File: src/hw/rtl/hnd_pkg.sv
// hnd_pkg: shared types, sizes, codes and a helper function for the
// Hamming nearest-descriptor match block. Depends on nothing.
`default_nettype none

package hnd_pkg;

    // Table and descriptor sizing
    localparam int MAX_OLD_ENTRIES = 1024;
    localparam int DESC_BITS       = 256;
    localparam int DESC_WORDS      = DESC_BITS / 64;
    localparam int NUM_BYTES       = DESC_BITS / 8;
    localparam int ENTRY_W         = $clog2(MAX_OLD_ENTRIES);
    localparam int CNT_W           = $clog2(MAX_OLD_ENTRIES + 1);
    localparam int WORD_W          = (DESC_WORDS > 1) ? $clog2(DESC_WORDS) : 1;
    localparam int DIST_W          = $clog2(DESC_BITS + 1);
    localparam int CFG_W           = 9;
    localparam int CMP_W           = (DIST_W > CFG_W) ? DIST_W : CFG_W;
    localparam int BYTE_CNT_W      = 4;
    localparam int WORD_CNT_W      = 7;

    // Register reset values
    localparam logic [CFG_W-1:0] ACCEPT_THRESHOLD_RST = 9'd80;
    localparam logic [CFG_W-1:0] SEARCH_CEILING_RST   = 9'd128;

    // Configuration register indexes
    localparam int CFG_IDX_W = 1;
    localparam logic [CFG_IDX_W-1:0] CFG_ACCEPT_THRESHOLD = 1'd0;
    localparam logic [CFG_IDX_W-1:0] CFG_SEARCH_CEILING   = 1'd1;

    // Item actions
    localparam logic [1:0] ACT_LOAD_DESC   = 2'd0;
    localparam logic [1:0] ACT_LOAD_POINTS = 2'd1;
    localparam logic [1:0] ACT_QUERY       = 2'd2;

    // Input item beat
    typedef struct packed {
        logic [1:0]         action;
        logic [9:0]         entry_index;
        logic [1:0]         word_select;
        logic [63:0]        descriptor_word;
        logic signed [15:0] pixel_x;
        logic signed [15:0] pixel_y;
        logic signed [15:0] norm_x;
        logic signed [15:0] norm_y;
        logic [10:0]        search_count;
    } item_t;

    // Result beat
    typedef struct packed {
        logic               match_found;
        logic [9:0]         best_index;
        logic [8:0]         best_distance;
        logic signed [15:0] match_pixel_x;
        logic signed [15:0] match_pixel_y;
        logic signed [15:0] match_norm_x;
        logic signed [15:0] match_norm_y;
    } result_t;

    // Tag that travels with each entry through the distance pipeline
    typedef struct packed {
        logic               valid;
        logic [ENTRY_W-1:0] idx;
    } tag_t;

    // Bit count of one byte
    function automatic logic [BYTE_CNT_W-1:0] popcount8(input logic [7:0] v);
        logic [BYTE_CNT_W-1:0] acc;
        acc = '0;
        for (int b = 0; b < 8; b++) begin
            acc = acc + BYTE_CNT_W'(v[b]);
        end
        return acc;
    endfunction

endpackage

`default_nettype wire

File: src/hw/rtl/hnd_dist_unit.sv
// hnd_dist_unit: shared three-stage Hamming distance pipeline; byte counts,
// word sums, descriptor total. Depends on hnd_pkg.
`default_nettype none

module hnd_dist_unit (
    input  wire logic                          clk,
    input  wire logic                          rst_n,
    input  wire logic [hnd_pkg::DESC_BITS-1:0] query,
    input  wire logic [hnd_pkg::DESC_BITS-1:0] stored,
    input  wire hnd_pkg::tag_t                 tag_in,
    output logic [hnd_pkg::DIST_W-1:0]         ham_dist,
    output hnd_pkg::tag_t                      tag_out,
    output logic                               pipe_busy
);

    logic [hnd_pkg::BYTE_CNT_W-1:0] byte_cnt_next [hnd_pkg::NUM_BYTES];
    logic [hnd_pkg::BYTE_CNT_W-1:0] byte_cnt_reg  [hnd_pkg::NUM_BYTES];
    logic [hnd_pkg::WORD_CNT_W-1:0] word_cnt_next [hnd_pkg::DESC_WORDS];
    logic [hnd_pkg::WORD_CNT_W-1:0] word_cnt_reg  [hnd_pkg::DESC_WORDS];
    logic [hnd_pkg::DIST_W-1:0]     dist_next;
    logic [hnd_pkg::DIST_W-1:0]     dist_reg;
    logic [hnd_pkg::DESC_BITS-1:0]  diff;
    hnd_pkg::tag_t                  tag1_reg;
    hnd_pkg::tag_t                  tag2_reg;
    hnd_pkg::tag_t                  tag3_reg;

    // Stage 1: XOR and per-byte bit counts
    assign diff = query ^ stored;

    always_comb
    begin
        for (int i = 0; i < hnd_pkg::NUM_BYTES; i++) begin
            byte_cnt_next[i] = hnd_pkg::popcount8(diff[i*8 +: 8]);
        end
    end

    // Stage 2: eight byte counts per 64-bit word
    always_comb
    begin
        for (int w = 0; w < hnd_pkg::DESC_WORDS; w++) begin
            word_cnt_next[w] = '0;
            for (int b = 0; b < 8; b++) begin
                word_cnt_next[w] = word_cnt_next[w]
                    + hnd_pkg::WORD_CNT_W'(byte_cnt_reg[w*8 + b]);
            end
        end
    end

    // Stage 3: total over the descriptor words
    always_comb
    begin
        dist_next = '0;
        for (int w = 0; w < hnd_pkg::DESC_WORDS; w++) begin
            dist_next = dist_next + hnd_pkg::DIST_W'(word_cnt_reg[w]);
        end
    end

    // Data stages
    always_ff @(posedge clk)
    begin
        byte_cnt_reg <= byte_cnt_next;
        word_cnt_reg <= word_cnt_next;
        dist_reg     <= dist_next;
    end

    // Tag stages
    always_ff @(posedge clk or negedge rst_n)
    begin
        if (!rst_n)
        begin
            tag1_reg <= '0;
            tag2_reg <= '0;
            tag3_reg <= '0;
        end
        else
        begin
            tag1_reg <= tag_in;
            tag2_reg <= tag1_reg;
            tag3_reg <= tag2_reg;
        end
    end

    assign ham_dist  = dist_reg;
    assign tag_out   = tag3_reg;
    assign pipe_busy = tag1_reg.valid || tag2_reg.valid || tag3_reg.valid;

endmodule

`default_nettype wire

File: config.mk
export PLATFORM = sky130hd
export DESIGN_NAME = hnd_dist_unit
export DESIGN_NICKNAME = d
export VERILOG_FILES = /design/src/hw/rtl/hnd_pkg.sv /design/src/hw/rtl/hnd_dist_unit.sv
export SDC_FILE = /design/constraint.sdc
export NUM_CORES = 1
export LEC_CHECK = 0
export ABC_AREA = 1
export BUFFER_PORTS_ARGS = -buffer_cell sky130_fd_sc_hd__buf_2
export CORE_AREA = 8 8 206 208
export DETAILED_ROUTE_END_ITERATION = 7
export DIE_AREA = 0 0 214 216
export SYNTH_ARGS = -nofsm -noshare
export SYNTH_HDL_FRONTEND = slang
export SYNTH_SLANG_ARGS = --single-unit
File: constraint.sdc
create_clock -name clk -period 7.3 [get_ports clk]
set_input_delay 0 -clock clk [delete_from_list [all_inputs] [get_ports clk]]
set_output_delay 0 -clock clk [all_outputs]
set_load 0.02 [all_outputs]
### After elaboration in Yosys (flattened, before gate mapping)

Index checks and enable logic that the tools add are counted.

* input bits: 525
* output and inout bits: 21
* register bits after elaboration: 198
* word-level logic and storage cells: 301

* reductions and logical operators: 2
* add/sub/neg operators: 255
* bitwise logic cells: 1

Operator list (number)
* $add 4x1->4: 128
* $xor 256x256->256: 1
* $add 3x1->4: 32
* $add 7x4->7: 16
* $add 2x1->3: 32
* $add 1x1->2: 32
* $add 6x4->7: 4
* $add 5x4->6: 4
* $add 4x4->5: 4
* $add 8x7->9: 1
* $add 9x7->9: 1
* $add 7x7->8: 1
* $logic_or 1x1->1: 2

### Logic depth before layout (Yosys ltp)

* depth in word-level cells: 8
* depth in mapped cells: 12
* depth with buffers taken out: 12

### Worst setup path after synthesis

OpenSTA, ideal clock, no wires.

* path kind: register to register
* from: register byte_cnt_reg[2] (netlist name)
* to: register word_cnt_reg[4] (netlist name)
* slack: 3.976 ns
* period minus slack after synthesis: 3.324 ns
* path buffers: 0
* setup time: 0.122 ns
* data arrival time: 3.202 ns
* cell stages (with the launch flop): 10
* cell sequence: dfxtp_1 -> fa_1 -> inv_1 -> fa_1 -> fa_1 -> fa_1 -> inv_1 -> ha_1 -> fa_1 -> xor2_1

RTL lines
* start, declared: RTL line hnd_dist_unit.sv:17 `logic [hnd_pkg::BYTE_CNT_W-1:0] byte_cnt_reg [hnd_pkg::NUM_BYTES];`
* start signal, assigned: RTL line hnd_dist_unit.sv:61 `byte_cnt_reg <= byte_cnt_next;`
* end signal, assigned: RTL line hnd_dist_unit.sv:62 `word_cnt_reg <= word_cnt_next;`
* end, declared: RTL line hnd_dist_unit.sv:19 `logic [hnd_pkg::WORD_CNT_W-1:0] word_cnt_reg [hnd_pkg::DESC_WORDS];`

==> impl_metrics.tcl <==
set metrics [dict create \
    status "complete, no violations" \
    clock_skew_ns 0.009590 \
    cts_hold_buf 60 \
    cts_buffers 17 \
    rows 73 \
    largest_reg_flops 128 \
    syn-num-nets 2211 \
    ys_seq_area_frac 0.2775 \
    holdWs_ns 0.01574 \
    dpl_cell_area_um2 18260 \
    grt_pass1_vias 12380 \
    synth-edff-count 0 \
    seqCellArea_um2 4129 \
    pin_count 546 \
    start_kind "register" \
    slowest_stage "fa_1" \
    antenna_left 0 \
    drive_above_1_share 0.2959 \
    critical-path-max-stage-delay_ns 0.54 \
    cp_cell_sequence "inv_1 > fa_1 > inv_1 > fa_1 > fa_1 > inv_1 > fa_1 > inv_1 > ha_1 > inv_1 > fa_1 > o21ai_0" \
    rrSetupSlack_ns 3.78 \
    fmax_mhz 284.4 \
    grt_overflow 0 \
    reg2regPathDepth 12 \
    finalHoldViolCount 0 \
    slew_viol_final 0 \
    clock_latency_ns 0.43 \
    htree_levels 4 \
    synth_top_area_frac 0.3148 \
    synth.yosys.warnings 0 \
    synthArstFlopShare 0.1667 \
    vias 10220 \
    antenna_found_initial 0 \
    hpwl_um 30880 \
    drt_iter0_drc 229 \
    n_antenna_cell 0 \
    syn-cell-area_um2 14880 \
    port_buffers 545 \
    drc 0 \
    synth_compound_area_frac 0.004709 \
    crit_path_end_kind "register" \
    core_um2 39180 \
    clkTransAtPathRegs_ns 0.08 \
    hold_end "byte_cnt_reg[24]$_DFF_P_" \
    tns_ns 0 \
    grt_setup_unrepaired "false" \
    drv_cap 0 \
    die_y_um 216 \
    fill_cells 3580 \
    place_congestion 0.8042 \
    avgSynthCellArea_um2 11.27 \
    wirelength_um 34110 \
    area_growth_pct 30.95 \
    muxShareOfSynthArea 0 \
    initial_core_util 0.3797 \
    grt_pass1_wl_um 57930 \
    multi_input_area_um2 9602 \
    ys_ff_latch 198 \
    synth_top_family_by_area "adder cells" \
    yosys.cell_count.top_type "inv_1" \
    grt_max_degree 34 \
    holdPathStages 3 \
    worstPathRequired_ns 7.64 \
    dp_slack_ns 3.832 \
    ys_top_cells_by_count "305 x inv_1, 234 x fa_1, 216 x xor2_1, 165 x dfxtp_1, 132 x ha_1" \
    min_from "stored[202]" \
    fin_crit_sh 0.4816 \
    synth-main-ff-cell "dfxtp_1" \
    first_pass_iters 4 \
    hold_path_class "in2reg" \
    die_w_um 214 \
    cts_tree "yes" \
    path_max_fanout 2 \
    root_buffer "clkbuf_16" \
    crit_type "reg2reg" \
    rr_startpoint "byte_cnt_reg[98]$_DFF_P_" \
    synth_cells 1320 \
    cts.path.max_buffers 2 \
    synth.distinct_cells 17 \
    layout.nets 2835 \
    synth_top_area_cell "fa_1" \
    setup-violations-final 0 \
    wire_per_inst_um 13.74 \
    fin_crit_ns 3.516 \
    arrival_ns 3.86 \
    die_area_um2 46220 \
    timing.rr.end "word_cnt_reg[27]$_DFF_P_" \
    final_cell_area_um2 19480 \
    cts_setup_buffers 0 \
    synth-xor-area-share 0.1760 \
    slew_headroom 0.5487 \
    clock_sink_count 198 \
    synthTopCellsByArea "fa_1 31%, dfxtp_1 22%, xor2_1 13%" \
    worst_pin_slew_ns 0.6770 \
    setup_ws_ns 3.784 \
    grt_usage 0.1521 \
    vias_per_cell 4.118 \
    synth_simple_gate_area_frac 0.03877 \
    post_cts_resized 0 \
    synth_adder_area_share 0.4258 \
]
==> metrics by stage <==
| step | util | cells |
|---|---|---|
| after floorplan | - | 1320 |
| after global placement | 0.4661 | 2390 |
| after detailed placement | 0.4661 | 2390 |
| after CTS | 0.4972 | 2482 |
| after global routing | 0.4972 | 2482 |
| final | 0.4972 | 2482 |
==> final cells by class <==
class                      count  share of cell area
multi-input combinational    816              0.4928
sequential                   198              0.2119
timing repair buffer         605              0.1708
inverter                     306             0.05895
tap                          525             0.03371
clock buffer                  17             0.02183
clock inverter                15            0.009954
==> worst max-delay path by stage <==
stage / slack [ns] / start / depth (start not counted) / to
after floorplan: 3.98 / byte_cnt_reg[2]$_DFF_P_ / 9 / word_cnt_reg[4]$_DFF_P_
after global placement: 3.88 / byte_cnt_reg[98]$_DFF_P_ / 12 / word_cnt_reg[25]$_DFF_P_
after detailed placement: 3.83 / byte_cnt_reg[34]$_DFF_P_ / 12 / word_cnt_reg[13]$_DFF_P_
after CTS: 3.72 / byte_cnt_reg[98]$_DFF_P_ / 12 / word_cnt_reg[27]$_DFF_P_
after global routing: 3.51 / byte_cnt_reg[98]$_DFF_P_ / 12 / word_cnt_reg[27]$_DFF_P_
final: 3.78 / byte_cnt_reg[98]$_DFF_P_ / 12 / word_cnt_reg[27]$_DFF_P_
==> placed cells by master, fill, tap and decap left out, types with 2 or more instances in the layout <==
cell type	netlist	layout
inv_8	0	4
dfrtp_1	33	33
a21oi_1	11	11
xnor2_1	83	83
clkbuf_16	0	17
inv_12	0	2
nand2_1	90	90
buf_2	0	545
ha_1	132	132
nand3_1	39	39
inv_1	305	305
fa_1	234	234
dfxtp_1	165	165
xor2_1	216	216
clkinv_8	0	5
inv_6	0	3
nor2_1	4	4
o21ai_0	3	3
dlygate4sd3_1	0	60
==> metal layers <==
| metal | part of all wire | GRT usage | vias to the layer above |
|---|---|---|---|
| li1 | - | - | 5116 |
| met3 | 0.043 | 0.03021 | 22 |
| met4 | 0.011 | 0.03290 | 0 |
| met2 | 0.55 | 0.2924 | 267 |
| met5 | 0 | 0 | - |
| met1 | 0.40 | 0.1707 | 4816 |
==> logic make-up after synthesis <==
group / after synthesis
adders and majority gates: 366
buffers and inverters: 306
xor gates and xnor gates: 299
DFF: 198
and+or+nand+nor: 137
AOI/OAI and AO/OA: 14
==> worst max-delay path, delay by kind of cell (launching register included) <==
kind	cells	cell delay [ns]
adder cells (fa/ha/maj)	6	2.60
AO/OA/AOI/OAI	1	0.23
flip-flops	1	0.31
buffers and inverters	5	0.28
Power is not shown: default switching activity piles up to over one toggle a cycle in this logic, so the estimate is an artifact.
